`src/sv/ccc_pkg.sv`:
```
// Package for the compressor cycle controller: phase codes, register indexes,
// configuration and controller state types. No dependencies.
package ccc_pkg;

	// Controller phase, also the value of the phase result field
	typedef enum logic [2:0] {
		PH_WAIT     = 3'd0,
		PH_STARTING = 3'd1,
		PH_RUNNING  = 3'd2,
		PH_STOPPING = 3'd3,
		PH_HOLD     = 3'd4
	} phase_t;

	// Configuration register indexes
	localparam int unsigned CFG_IDX_W = 3;
	localparam logic [CFG_IDX_W-1:0] REG_START_THR = 3'd0;
	localparam logic [CFG_IDX_W-1:0] REG_STOP_THR  = 3'd1;
	localparam logic [CFG_IDX_W-1:0] REG_MAX_RUN   = 3'd2;
	localparam logic [CFG_IDX_W-1:0] REG_MIN_IDLE  = 3'd3;
	localparam logic [CFG_IDX_W-1:0] REG_WRAP      = 3'd4;

	localparam int unsigned TEMP_W = 12;
	localparam int unsigned SEC_W  = 16;
	localparam int unsigned DATA_W = 16;

	// Reset values of the configuration registers
	localparam logic signed [TEMP_W-1:0] START_THR_RST = -12'sd256;
	localparam logic signed [TEMP_W-1:0] STOP_THR_RST  = -12'sd352;
	localparam logic [SEC_W-1:0]         MAX_RUN_RST   = 16'd1200;
	localparam logic [SEC_W-1:0]         MIN_IDLE_RST  = 16'd600;
	localparam logic [SEC_W-1:0]         WRAP_RST      = 16'd43200;

	typedef struct packed {
		logic signed [TEMP_W-1:0] start_thr;
		logic signed [TEMP_W-1:0] stop_thr;
		logic [SEC_W-1:0]         max_run;
		logic [SEC_W-1:0]         min_idle;
		logic [SEC_W-1:0]         wrap;
	} cfg_regs_t;

	// Controller state carried from one request to the next
	typedef struct packed {
		phase_t           phase;
		logic [SEC_W-1:0] seconds;
		logic [SEC_W-1:0] stamp;
		logic [SEC_W-1:0] run_dur;
		logic [SEC_W-1:0] idle_dur;
		logic             relay;
	} ctrl_state_t;

endpackage

```
`src/sv/ccc_cfg.sv`:
```
// Configuration register file of the compressor cycle controller.
// Depends on ccc_pkg.
module ccc_cfg (
	input  logic                         clk,
	input  logic                         arst_n,
	input  logic                         cfg_valid,
	output logic                         cfg_ready,
	input  logic [ccc_pkg::CFG_IDX_W-1:0] cfg_index,
	input  logic [ccc_pkg::DATA_W-1:0]    cfg_data,
	output ccc_pkg::cfg_regs_t           regs
);

	ccc_pkg::cfg_regs_t regs_q;

	// Writes are always taken
	assign cfg_ready = 1'b1;
	assign regs      = regs_q;

	// Register write; indexes beyond the list are dropped
	always_ff @(posedge clk or negedge arst_n) begin
		if (!arst_n) begin
			regs_q.start_thr <= ccc_pkg::START_THR_RST;
			regs_q.stop_thr  <= ccc_pkg::STOP_THR_RST;
			regs_q.max_run   <= ccc_pkg::MAX_RUN_RST;
			regs_q.min_idle  <= ccc_pkg::MIN_IDLE_RST;
			regs_q.wrap      <= ccc_pkg::WRAP_RST;
		end else if (cfg_valid) begin
			unique case (cfg_index)
				ccc_pkg::REG_START_THR: regs_q.start_thr <= cfg_data[ccc_pkg::TEMP_W-1:0];
				ccc_pkg::REG_STOP_THR:  regs_q.stop_thr  <= cfg_data[ccc_pkg::TEMP_W-1:0];
				ccc_pkg::REG_MAX_RUN:   regs_q.max_run   <= cfg_data[ccc_pkg::SEC_W-1:0];
				ccc_pkg::REG_MIN_IDLE:  regs_q.min_idle  <= cfg_data[ccc_pkg::SEC_W-1:0];
				ccc_pkg::REG_WRAP:      regs_q.wrap      <= cfg_data[ccc_pkg::SEC_W-1:0];
				default: ;
			endcase
		end
	end

endmodule

```
`src/sv/ccc_step.sv`:
```
// One control pass of the compressor cycle controller: next phase and the
// updated counters, stamps and relay level. Pure logic; depends on ccc_pkg.
module ccc_step (
	input  ccc_pkg::cfg_regs_t             regs,
	input  ccc_pkg::ctrl_state_t           cur,
	input  logic                           tick,
	input  logic signed [ccc_pkg::TEMP_W-1:0] temp,
	input  logic                           good,
	output ccc_pkg::ctrl_state_t           nxt,
	output logic                           pulse
);

	logic [ccc_pkg::SEC_W-1:0] cnt;
	logic [ccc_pkg::SEC_W-1:0] elapsed;
	logic                      start_req;
	logic                      stop_req;
	ccc_pkg::phase_t           phase_n;

	function automatic logic [ccc_pkg::SEC_W-1:0] cnt_inc(input logic [ccc_pkg::SEC_W-1:0] v);
		return v + 1'b1;
	endfunction

	// Seconds counter advances first, elapsed time is modulo 2^16
	assign cnt       = tick ? cnt_inc(cur.seconds) : cur.seconds;
	assign elapsed   = cnt - cur.stamp;
	assign start_req = !good || (temp > regs.start_thr);
	assign stop_req  = (elapsed >= regs.max_run) || (good && (temp < regs.stop_thr));

	// Next phase
	always_comb begin
		unique case (cur.phase)
			ccc_pkg::PH_WAIT:     phase_n = start_req ? ccc_pkg::PH_STARTING : ccc_pkg::PH_WAIT;
			ccc_pkg::PH_STARTING: phase_n = ccc_pkg::PH_RUNNING;
			ccc_pkg::PH_RUNNING:  phase_n = stop_req ? ccc_pkg::PH_STOPPING : ccc_pkg::PH_RUNNING;
			ccc_pkg::PH_STOPPING: phase_n = ccc_pkg::PH_HOLD;
			ccc_pkg::PH_HOLD:     phase_n = (elapsed >= regs.min_idle) ? ccc_pkg::PH_WAIT
			                                                           : ccc_pkg::PH_HOLD;
			default:              phase_n = ccc_pkg::PH_WAIT;
		endcase
	end

	// Counters, stamps, relay and start pulse
	always_comb begin
		nxt         = cur;
		nxt.phase   = phase_n;
		nxt.seconds = cnt;
		pulse       = 1'b0;
		unique case (cur.phase)
			ccc_pkg::PH_WAIT: begin
				if (cnt >= regs.wrap)
					nxt.seconds = '0;
			end
			ccc_pkg::PH_STARTING: begin
				nxt.idle_dur = elapsed;
				nxt.stamp    = cnt;
				nxt.relay    = 1'b1;
				pulse        = 1'b1;
			end
			ccc_pkg::PH_STOPPING: begin
				nxt.run_dur = elapsed;
				nxt.stamp   = cnt;
				nxt.relay   = 1'b0;
			end
			default: ;
		endcase
	end

endmodule

```
`src/sv/compressor_cycle_controller.sv`:
```
// Top level of the freezer compressor cycle controller: input register,
// controller state, result register. Depends on ccc_pkg, ccc_cfg, ccc_step.
//
//  channel | direction | handshake            | payload
//  in      | into      | in_valid / in_stall  | second_tick, freezer_temp, sensor_good
//  out     | out of    | out_valid / out_stall| compressor_run, start_pulse, phase,
//          |           |                      | last_run_seconds, last_idle_seconds
//  cfg     | into      | cfg_valid / cfg_ready| cfg_index, cfg_data
//
// A request is captured in the input register, then one pass of logic updates
// the controller state and loads the result register. One request per cycle is
// sustained; in_stall rises only when the input register is full and the
// result register is held by out_stall. arst_n returns the phase to wait,
// clears counters and relay, and loads the register reset values.
module compressor_cycle_controller (
	input  logic                              clk,
	input  logic                              arst_n,
	input  logic                              in_valid,
	output logic                              in_stall,
	input  logic                              second_tick,
	input  logic signed [11:0]                freezer_temp,
	input  logic                              sensor_good,
	output logic                              out_valid,
	input  logic                              out_stall,
	output logic                              compressor_run,
	output logic                              start_pulse,
	output logic [2:0]                        phase,
	output logic [15:0]                       last_run_seconds,
	output logic [15:0]                       last_idle_seconds,
	input  logic                              cfg_valid,
	output logic                              cfg_ready,
	input  logic [ccc_pkg::CFG_IDX_W-1:0]     cfg_index,
	input  logic [ccc_pkg::DATA_W-1:0]        cfg_data
);

	ccc_pkg::cfg_regs_t   regs;
	ccc_pkg::ctrl_state_t state_q;
	ccc_pkg::ctrl_state_t state_n;
	logic                 pulse_n;

	logic                              valid_s1;
	logic                              tick_s1;
	logic signed [ccc_pkg::TEMP_W-1:0] temp_s1;
	logic                              good_s1;
	logic                              adv_s1;
	logic                              in_take;

	logic                              out_valid_q;
	logic                              pulse_q;

	ccc_cfg u_cfg (
		.clk       (clk),
		.arst_n    (arst_n),
		.cfg_valid (cfg_valid),
		.cfg_ready (cfg_ready),
		.cfg_index (cfg_index),
		.cfg_data  (cfg_data),
		.regs      (regs)
	);

	ccc_step u_step (
		.regs  (regs),
		.cur   (state_q),
		.tick  (tick_s1),
		.temp  (temp_s1),
		.good  (good_s1),
		.nxt   (state_n),
		.pulse (pulse_n)
	);

	// Flow control
	assign adv_s1   = valid_s1 && (!out_valid_q || !out_stall);
	assign in_stall = valid_s1 && !adv_s1;
	assign in_take  = in_valid && !in_stall;

	// Input register
	always_ff @(posedge clk or negedge arst_n) begin
		if (!arst_n) begin
			valid_s1 <= 1'b0;
		end else if (in_take) begin
			valid_s1 <= 1'b1;
		end else if (adv_s1) begin
			valid_s1 <= 1'b0;
		end
	end

	always_ff @(posedge clk) begin
		if (in_take) begin
			tick_s1 <= second_tick;
			temp_s1 <= freezer_temp;
			good_s1 <= sensor_good;
		end
	end

	// Controller state, advanced once per pass
	always_ff @(posedge clk or negedge arst_n) begin
		if (!arst_n) begin
			state_q.phase    <= ccc_pkg::PH_WAIT;
			state_q.seconds  <= '0;
			state_q.stamp    <= '0;
			state_q.run_dur  <= '0;
			state_q.idle_dur <= '0;
			state_q.relay    <= 1'b0;
		end else if (adv_s1) begin
			state_q <= state_n;
		end
	end

	// Result register: the state fields double as the result payload
	always_ff @(posedge clk or negedge arst_n) begin
		if (!arst_n) begin
			out_valid_q <= 1'b0;
		end else if (adv_s1) begin
			out_valid_q <= 1'b1;
		end else if (!out_stall) begin
			out_valid_q <= 1'b0;
		end
	end

	always_ff @(posedge clk) begin
		if (adv_s1)
			pulse_q <= pulse_n;
	end

	assign out_valid         = out_valid_q;
	assign compressor_run    = state_q.relay;
	assign start_pulse       = pulse_q;
	assign phase             = state_q.phase;
	assign last_run_seconds  = state_q.run_dur;
	assign last_idle_seconds = state_q.idle_dur;

endmodule

```
`config.mk`:
```
export PLATFORM = sky130hd
export DESIGN_NAME = compressor_cycle_controller
export DESIGN_NICKNAME = d
export VERILOG_FILES = /design/src/sv/ccc_pkg.sv /design/src/sv/ccc_cfg.sv /design/src/sv/ccc_step.sv /design/src/sv/compressor_cycle_controller.sv
export SDC_FILE = /design/constraint.sdc
export NUM_CORES = 1
export LEC_CHECK = 0
export BUFFER_PORTS_ARGS = -buffer_cell sky130_fd_sc_hd__buf_2
export CAP_MARGIN = 0
export CORE_ASPECT_RATIO = 0.5
export CORE_MARGIN = 2
export CORE_UTILIZATION = 55
export DETAILED_ROUTE_END_ITERATION = 10
export PLACE_DENSITY = 0.74
export SLEW_MARGIN = 20
export SYNTH_ARGS = -nofsm -noshare
export SYNTH_HDL_FRONTEND = slang
export SYNTH_HIERARCHICAL = 1
export SYNTH_SLANG_ARGS = --single-unit
```
`constraint.sdc`:
```
create_clock -name clk -period 4.1 [get_ports clk]
set_input_delay 0.82 -clock clk [delete_from_list [all_inputs] [get_ports clk]]
set_output_delay 0.82 -clock clk [all_outputs]
set_load 0.03 [all_outputs]
```
==> results of run 1 <==
[sequential cells by signal, summed over array words and instances (netlist names)]
register           flops
start_pulse            1
good_s1                1
state_q               32
u_cfg/regs            72
compressor_run         1
out_valid              1
valid_s1               1
temp_s1               12
phase                  3
last_run_seconds      16
tick_s1                1
last_idle_seconds     16
[worst reg2reg max path, stage by stage, from the launching register on]
cell,delay [ps]
dfrtp_1,400
buf_4,140
nand4_1,90
buf_4,180
nor2_1,180
xnor2_1,200
inv_1,140
ha_1,380
nand2_1,110
nor2_1,50
o211a_1,130
buf_4,140
buf_4,120
nor2_1,180
nand2_1,100
nor2_1,120
buf_4,170
ha_1,260
a21o_1,170
a21oi_1,170
o22ai_1,90
a21oi_1,150
nand4_1,120
mux2_4,280
[path summary, 6_finish.rpt]
kind / start / endpoint / slack [ps] / cells after the start
min: arst_n / u_cfg/regs[49] / 470 / 1
max: state_q[50] / phase[0] / -60 / 23
min in group clk: valid_s1 / out_valid / 480 / 1
max reg2reg: state_q[50] / phase[0] / -60 / 23
min reg2reg: valid_s1 / out_valid / 480 / 1
max in group asynchronous: arst_n / u_cfg/regs[69] / 2800 / 2
[power by group]
group	internal, mW	switching, mW
Combinational	3.51	4.14
Clock	0.814	0.743
Sequential	2.03	0.314
Total	6.35	5.20
[timing repair]
item,CTS,global route
buffers inserted,10,5
resized for setup,27,31
hold buffers,0,0
endpoints found under the setup margin,2,2
pin swaps,18,10
[cell usage in the layout, fill, tap and decap left out, types with 14 or more instances in the layout]
cell type  netlist  final
dfrtp_1        120    120
mux2_2         112    111
inv_1          112    110
buf_4           42    105
nand2_1         92     91
ha_1            87     77
buf_2            2     75
o21ai_0         57     53
nor2_1          28     26
a21oi_1         31     26
a21o_1          24     24
mux2_4          20     22
dfstp_2         22     22
clkbuf_16        0     17
nand4_1         17     17
edfxtp_1        15     15
nand3_1         15     14
nand2b_1        14     14
[through the flow]
step           worst slack, ps  power [mW]  std cells  hold WS, ps
6_report                 -58.4        11.5       1382          470
5_1_grt                   -287        12.3       1382          522
4_1_cts                   1.14        11.1       1377          491
3_5_place_dp              -330        9.15       1335          475
3_3_place_gp              -124        8.94       1335          459
2_1_floorplan             13.9        6.69        999          451
[logic make-up (layout without fill, tap and decap cells)]
| family | count (synthesis) | count (layout) |
|---|---|---|
| AO/OA/AOI/OAI | 185 | 185 |
| XOR/XNOR | 26 | 26 |
| adder cells (fa/ha/maj) | 88 | 88 |
| buffers and inverters | 184 | 327 |
| flip-flops | 157 | 157 |
| multiplexers | 141 | 141 |
| other | 1 | 1 |
| AND/OR/NAND/NOR | 217 | 217 |
[cells in the mapped netlist (all sizes together), types with 5 or more instances]
cell	n
or3	5
edfxtp	15
ha	87
o2111ai	6
o21a	7
or4	7
dfstp	22
nand2	92
clkbuf	17
xor2	12
nand3	15
inv	112
dfrtp	120
mux2	141
a211oi	8
o41ai	11
a21o	24
a21oi	31
nand4	18
o31ai	7
xnor2	14
nor2	28
nor3	10
nand2b	14
and2	5
o21ai	59
buf	55
o211ai	11
[routing by layer]
layer | up-vias | wire (µm) | GRT usage
met2 | 169 | 12100 | 0.450
met1 | 3893 | 11700 | 0.354
met5 | - | 0 | 0
met4 | 0 | 386 | 0.0711
li1 | 3743 | - | -
met3 | 24 | 1210 | 0.0425
[layout make-up]
type	count	area, µm²	share of cell area
tap	240	300	0.0246
multi-input combinational	658	5680	0.465
clock buffer	18	429	0.0351
inverter	112	420	0.0344
clock inverter	14	146	0.0120
timing repair buffer	183	1210	0.0988
sequential	157	4030	0.330
==> results by group, run 1 <==
Global route
  • Vias in the first global route: just under 8000
  • All-Layer GR Usage: 0.264
  • Grt total ovfl: 0
  • Largest net degree at the start of global routing: 93
  • Antenna violations before repair: 0
  • First-pass GRT wire length: slightly above 40000 µm

Worst setup path
  • WS Path Type: reg2reg
  • CP bufs+invs: 6
  • Startpoint Class: flip-flop
  • Family with the most delay on the worst path: simple AND/OR/NAND/NOR gates
  • CP required: approximately 4400 ps
  • Crit path largest cell delay: around 400 ps
  • Crit-path slowest cell: dfrtp_1
  • Worst setup EP type: flip-flop
  • Max FO, Critical Path: 5
  • Cell Chain, Critical Path: buf_4, nand4_1, buf_4, nor2_1, xnor2_1, inv_1, ha_1, nand2_1, nor2_1, o211a_1, buf_4, buf_4, nor2_1, nand2_1, nor2_1, buf_4, ha_1, a21o_1, a21oi_1, o22ai_1, a21oi_1, nand4_1, mux2_4
  • Crit path arrival time: 4470 ps
  • Most used cell along the critical path: buf_4

Pwr
  • Worst IR Drop VDD: 0.497 mV
  • Static Leak: 5.89 nW
  • PwrDens: around 950 nW/µm²

Yosys
  • FF+latch count, synth: 157
  • Yosys cell types: 70
  • Fraction of synthesized area in multiplexers: 0.161
  • Post-synthesis sequential area ratio: 0.391
  • YS warnings: 6
  • Top_reg_cell synth: dfrtp_1
  • Synth Instances: roughly 1000
  • Mapped Nets: 1125
  • Dominant cell type by area after synthesis: dfrtp_1
  • Area share of and/or/nand/nor cells after synthesis: 0.110
  • Xor/xnor share of the synthesized area: 0.0221
  • EDFF count, synth: 15
  • Post-synthesis adder-cell area fraction: 0.107
  • Main combinational cell family by area after synthesis: multiplexers
  • Synth Cell Area: 10300 µm²
  • Syn Area/Cell: just over 10 µm²
  • Post-synth ARST share: 0.904
  • Synth top area share: 0.291
  • Compound-gate portion of the synthesized area: 0.117
  • Synth top area cells: dfrtp_1 (29%), mux2_2 (12%), ha_1 (11%)

Detailed routing
  • Drt drc: 0
  • Routed via count: 7829
  • Final ANT Viol Nets: 0
  • Vias per inst: roughly 5.7
  • First-pass iteration count of the detailed router: 5
  • DR WL/cell: 18.4 µm
  • Initial detailed-routing violation count: 460
  • WL final: approximately 25000 µm

Floorplanning
  • Row count: 35
  • Starting Density: 0.561
  • Die Height: between 100 and 150 µm
  • Die ar.: roughly 20000 µm²
  • DIE WIDTH: 198 µm
  • Ports: 78
  • Core Footprint: 18400 µm²

Clocking
  • H-tree Lvls: 4
  • CTS sink count: between 150 and 200
  • Reg clk slew, reported paths: roughly 70 ps
  • Total CTS buffers: 17
  • CTS tree: built
  • Root Driver: clkbuf_16
  • Worst-Skew Late Latency: approximately 430 ps
  • Clock Tree Buf Depth: 2

Placement
  • Placed cell area: about 11000 µm²
  • RePlAce Congestion: 0.903
  • IO buf count: 76
  • Post-detail-place hpwl: between 15000 and 20000 µm

STA
  • Endpoints failing setup: 1
  • Post-Route Skew: 15.2 ps
  • Max Fclk: around 240 MHz
  • Setup TNS Final: -58.4 ps
  • Slack of the critical path: -58.4 ps
  • Slew @ Worst Pin: roughly 960 ps
  • Final worst path period share: 1.01
  • Slew headroom: 0.360
  • RSZ-0062 raised after global routing: true
  • Fin. Hold Viols: 0
  • Final Critical Period: 4160 ps
  • Final Max Tran Viols: 0

Layout
  • Final Cell Area: approximately 12000 µm²
  • Share of layout cells above drive strength 1: 0.372
  • Fillcell total: roughly 1400
  • Layout area overhead: 18.3%
  • Fin nets: 1255
  • Ant. Diodes: 0
  • Final Util: 0.664

Status
  • Outcome: complete, but fails checks
  • Failing checks: negative setup slack

Hold path
  • Hold Path Class: in2async

Job
  • Max cap viols: 0
No activity file was read; power rests on OpenSTA's default activity.
==> inputs of run 2 (changes only) <==
- CELL_PAD_IN_SITES_DETAIL_PLACEMENT: default -> 1
- CELL_PAD_IN_SITES_GLOBAL_PLACEMENT: default -> 1
- CORE_UTILIZATION: 55 -> 44
==> run 2 against run 1 <==
Compared with the run above:
- the flow still finishes with violations (negative setup slack)
- cell count up 5.9%
- critical path depth down 3
- hold slack worse by 83 ps
- sequential share of layout area shrank 0.40 points
- sequential power is essentially flat
- maximum frequency shrank 3.2%
- clock skew down 4.4 ps
- combinational power is 3.5% higher
- register-to-register slack worse by 140 ps
- utilization decreased by 12 points
- cell area up 1.2%
- flip-flop and latch count did not move
==> results by group, run 2 (synthesis results as in run 1) <==
Status
  • Outcome: complete, but fails checks
  • Failing checks: negative setup slack

Worst setup path
  • Max FO, Critical Path: 4
  • Crit path arrival time: between 4000 and 5000 ps
  • WS Path Type: reg2reg
  • Startpoint Class: flip-flop
  • R2r worst-path depth: 20
  • CP required: between 4000 and 5000 ps
  • Reg2Reg Setup Slack: -200 ps
  • Worst setup EP type: flip-flop
  • Start of the worst register-to-register path: state_q[50]
  • Crit path from: state_q[50]

Global route
  • Top Usage Layer GRT: met2
  • Met3 GRT Util: 0.0534
  • All-Layer GR Usage: 0.249
  • First-pass GRT wire length: 47500 µm
  • Met1 usage: 0.319
  • Largest net degree at the start of global routing: 71
  • Vias in the first global route: roughly 9000
  • Grt total ovfl: 0
  • Antenna violations before repair: 1
  • GR met2 Demand/Resource: 0.429

Clocking
  • Reg clk slew, reported paths: about 70 ps
  • H-tree Lvls: 4
  • CTS sink count: roughly 160
  • CTS tree: built
  • Worst-Skew Late Latency: 450 ps
  • Clock Tree Buf Depth: 2
  • Root Driver: clkbuf_16
  • Total CTS buffers: 17

Pwr
  • Sw Share: 0.454
  • Worst IR Drop VDD: between 0.4 and 0.5 mV
  • PwrDens: roughly 960 nW/µm²
  • Static Leak: 5.95 nW
  • Reg power frac: 0.197
  • Internal: between 6 and 7 mW
  • Comb pwr share: 0.664
  • Clock Power Share: 0.139
  • NetSw: 5.41 mW

Detailed routing
  • Routed via count: approximately 8000
  • Vias per inst: approximately 5.5
  • Drt drc: 0
  • WL final: approximately 30000 µm
  • First-pass iteration count of the detailed router: 4
  • Initial detailed-routing violation count: roughly 370
  • Final ANT Viol Nets: 0
  • DR WL/cell: slightly above 20 µm

Floorplanning
  • Die Height: 112 µm
  • Row count: 39
  • Starting Density: 0.450
  • Core Footprint: 22900 µm²
  • DIE WIDTH: around 220 µm
  • Die ar.: ~25000 µm²
  • Ports: 78

STA
  • Fin Hold WS: 387 ps
  • Post-Route Skew: 10.8 ps
  • Slew @ Worst Pin: 990 ps
  • Final Critical Period: around 4300 ps
  • Endpoints failing setup: 2
  • Max Fclk: around 230 MHz
  • Fin. Hold Viols: 0
  • Slack of the critical path: -195 ps
  • Final Max Tran Viols: 0
  • RSZ-0062 raised after global routing: true
  • Final worst path period share: 1.05
  • Slew headroom: 0.340

Placement
  • IO buf count: 76
  • Placed insts: 1415
  • RePlAce Congestion: between 0.8 and 0.9
  • Placed cell area: 11400 µm²
  • Post-detail-place hpwl: 21200 µm

Layout
  • Fin nets: about 1300
  • Share of layout cells above drive strength 1: 0.375
  • Non-filler cells, final: about 1500
  • Max reg flops: 72
  • Most frequent cells in the layout: dfrtp_1 (120), buf_4 (120), mux2_2 (111)
  • Fillcell total: around 2500
  • Final Cell Area: approximately 12000 µm²
  • Layout area overhead: 19.8%

Job
  • Max cap viols: 0

Hold path
  • Hold Path Class: in2async
## run 2: cell count changes in the layout (fill, tap and decap cells not counted), sizes merged
cell	change
inv	-6
clkbuf	+5
diode	+1
bufinv	+1
buf	+14
## run 2: final timing paths
kind | endpoint
max | phase[2]
min | u_cfg/regs[49]
min reg2reg | out_valid
max reg2reg | phase[2]
min in group clk | out_valid
max in group asynchronous | state_q[57]
## run 2: final cells by class
class / count / area, µm² / share of cell area
inverter: 112 / 420 / 0.0340
timing repair buffer: 197 / 1300 / 0.105
clock inverter: 9 / 97.6 / 0.00789
antenna: 1 / 2.50 / 0.000202
multi-input combinational: 658 / 5620 / 0.454
sequential: 157 / 4030 / 0.326
tap: 307 / 384 / 0.0311
clock buffer: 23 / 512 / 0.0414
## run 2: power groups by stage
stage	sequential (mW)	clock, mW	combinational, mW
floorplan	2.29	0	4.39
global placement	2.33	0	6.81
detailed placement	2.37	0	7.16
CTS	2.35	1.69	7.52
global route	2.41	1.74	8.60
finish	2.35	1.65	7.92
## run 2: stage by stage
step	total power [mW]	utilization	setup TNS [ps]	setup WS, ps
after global routing	12.8	0.539	-668	-365
final	11.9	0.539	-348	-195
after detailed placement	9.53	0.496	-600	-319
after CTS	11.6	0.533	-99.6	-99.6
after global placement	9.14	0.496	-297	-175
after floorplan	6.69	-	0	13.9
## run 2: timing repair
item	in CTS	in global routing
gates resized for setup	30	20
setup endpoints to repair	2	2
setup buffers	11	5
pin swaps	18	21
hold buffers	0	0
## run 2: per-layer routing
| metal | wire, µm | vias up | part of all wire |
|---|---|---|---|
| met4 | 384 | 0 | 0.013 |
| li1 | - | 3783 | - |
| met2 | 14800 | 116 | 0.50 |
| met5 | 0 | - | 0 |
| met3 | 1180 | 33 | 0.040 |
| met1 | 13400 | 4096 | 0.45 |
## run 2: critical path, cell delays in order (launching register included)
cell	delay, ps
dfrtp_1	370
ha_2	210
nand3_2	80
or4_4	580
nor2_4	140
xor2_2	230
ha_4	250
buf_4	150
inv_2	60
o21bai_2	90
a21oi_4	170
nand2_2	60
a2bb2oi_2	160
xor2_1	180
buf_4	170
buf_4	140
ha_4	260
nand4_1	130
o211ai_1	290
a22oi_1	140
mux2_4	300
==> inputs of run 3 (changes only) <==
- TNS_END_PERCENT: default -> 10
==> run 3 against run 2 <==
Compared with the run above:
- critical path depth up 1
- hold slack better by 3.1 ps
- largest power group unchanged
- combinational power is 2.7% lower
- the flow still finishes with violations (negative setup slack)
- clock power about the same
==> results by group, run 3 (synthesis results as in run 1) <==
Worst setup path
  • CP required: approximately 4400 ps
  • Startpoint Class: flip-flop
  • Max FO, Critical Path: 4
  • Worst setup EP type: flip-flop
  • Crit path arrival time: between 4000 and 5000 ps
  • WS Path Type: reg2reg

Detailed routing
  • Routed via count: between 8000 and 9000
  • Initial detailed-routing violation count: between 300 and 400
  • Drt drc: 0
  • Final ANT Viol Nets: 0
  • WL final: about 29000 µm
  • Vias per inst: between 5 and 6
  • DR WL/cell: a little over 20 µm
  • First-pass iteration count of the detailed router: 4

Status
  • Failing checks: negative setup slack
  • Outcome: complete, but fails checks

Clocking
  • Total CTS buffers: 17
  • Worst-Skew Late Latency: 450 ps
  • Cts hold-fix bufs: 0
  • CTS tree: built
  • Root Driver: clkbuf_16
  • CTS sink count: approximately 160
  • Reg clk slew, reported paths: 70 ps
  • Clock Tree Buf Depth: 2
  • H-tree Lvls: 4

Floorplanning
  • Core Footprint: 22900 µm²
  • Ports: between 70 and 80
  • Row count: 39
  • Starting Density: 0.450
  • Die Height: between 100 and 150 µm
  • Die ar.: ~25000 µm²
  • DIE WIDTH: about 220 µm

Placement
  • RePlAce Congestion: ~0.88
  • Placed cell area: approximately 11000 µm²
  • IO buf count: between 70 and 80
  • Post-detail-place hpwl: roughly 21000 µm
  • Placed insts: 1415

Global route
  • Antenna violations before repair: 1
  • All-Layer GR Usage: 0.249
  • Vias in the first global route: slightly below 9000
  • Grt total ovfl: 0
  • First-pass GRT wire length: approximately 47000 µm
  • Largest net degree at the start of global routing: between 70 and 80

Layout
  • Share of layout cells above drive strength 1: 0.367
  • Final Cell Area: around 12000 µm²
  • Fillcell total: 2541
  • Fin nets: between 1000 and 1500
  • Final Util: 0.537
  • Non-filler cells, final: 1464
  • Layout area overhead: 19.3%
  • Most frequent cells in the layout: dfrtp_1 (120), buf_4 (120), mux2_2 (112)
  • Max reg flops: 72

STA
  • Max Fclk: between 200 and 250 MHz
  • RSZ-0062 raised after global routing: true
  • Final Critical Period: roughly 4200 ps
  • Fin. Hold Viols: 0
  • Endpoints failing setup: 2
  • Slew @ Worst Pin: between 900 and 1000 ps
  • Final worst path period share: 1.04
  • Final Max Tran Viols: 0
  • Slack of the critical path: -144 ps
  • Post-Route Skew: 13.0 ps
  • Fin Hold WS: around 400 ps
  • Slew headroom: 0.340

Pwr
  • Worst IR Drop VDD: roughly 0.45 mV
  • PwrDens: 951 nW/µm²
  • Static Leak: 5.94 nW

Job
  • Max cap viols: 0

Hold path
  • Hold Path Class: in2async
==> run 3: cell types whose count changed in the layout (fill, tap and decap cells not counted), moves of 2 or more <==
cell     change
a21oi_1      +2
o21ai_0      +2
nor3_1       +2
nor3_2       -2
o21ai_1      -2
a21oi_2      -2
==> run 3: worst max-delay path, stage by stage (launching register included) <==
cell and delay [ps]:
dfrtp_1 380, ha_2 210, nand3_2 80, or4_4 580, nor2_4 120, xor2_2 230
ha_4 250, buf_4 140, inv_1 80, o21bai_2 90, a21oi_4 160, nand2_1 80
a2bb2oi_2 160, xor2_1 230, buf_4 190, ha_4 200, a21o_1 200, a21oi_2 140
o22ai_1 90, a21oi_1 130, nand4_1 110, mux2_4 280
==> run 3: worst paths after layout <==
kind / from / to / slack (ps) / cells past startpoint
max in group asynchronous: arst_n / state_q[41] / 2840 / 2
hold / removal: arst_n / u_cfg/regs[49] / 390 / 1
setup / recovery: state_q[50] / phase[0] / -140 / 21
min in group clk: valid_s1 / out_valid / 490 / 1
hold reg to reg: valid_s1 / out_valid / 490 / 1
setup reg to reg: state_q[50] / phase[0] / -140 / 21
==> run 3: routing by layer <==
| metal | part of all wire | GRT usage |
|---|---|---|
| met5 | 0 | 0 |
| met2 | 0.50 | 0.429 |
| met4 | 0.011 | 0.0653 |
| met3 | 0.051 | 0.0534 |
| met1 | 0.44 | 0.319 |
==> run 3: layout make-up <==
cell class | instances | area [µm²] | share of cell area
clock inverters | 9 | 97.6 | 0.00792
diodes | 1 | 2.50 | 0.000203
multi-input cells | 658 | 5570 | 0.452
well taps | 307 | 384 | 0.0312
clock buffers | 23 | 512 | 0.0416
inverters | 112 | 420 | 0.0341
flip-flops and latches | 157 | 4030 | 0.327
repair buffers | 197 | 1300 | 0.105
==> run 3: metrics by stage <==
stage | setup slack (ps) | TNS [ps] | power, mW
6_report | -144 | -262 | 11.7
5_1_grt | -366 | -699 | 12.6
4_1_cts | -99.6 | -99.6 | 11.6
3_3_place_gp | -175 | -297 | 9.14
2_1_floorplan | 13.9 | 0 | 6.69
3_5_place_dp | -319 | -600 | 9.53
==> run 3: power breakdown <==
part	total [mW]	internal, mW	switching, mW
logic	7.71	3.45	4.26
registers	2.35	2.03	0.320
clock network	1.65	0.955	0.695
total	11.7	6.44	5.27
==> run 3: what timing repair did <==
item                                    4_1_cts  5_1_grt
resized for setup                            30        7
pin swaps                                    18       15
setup buffers                                11        5
endpoints found under the setup margin        2        2
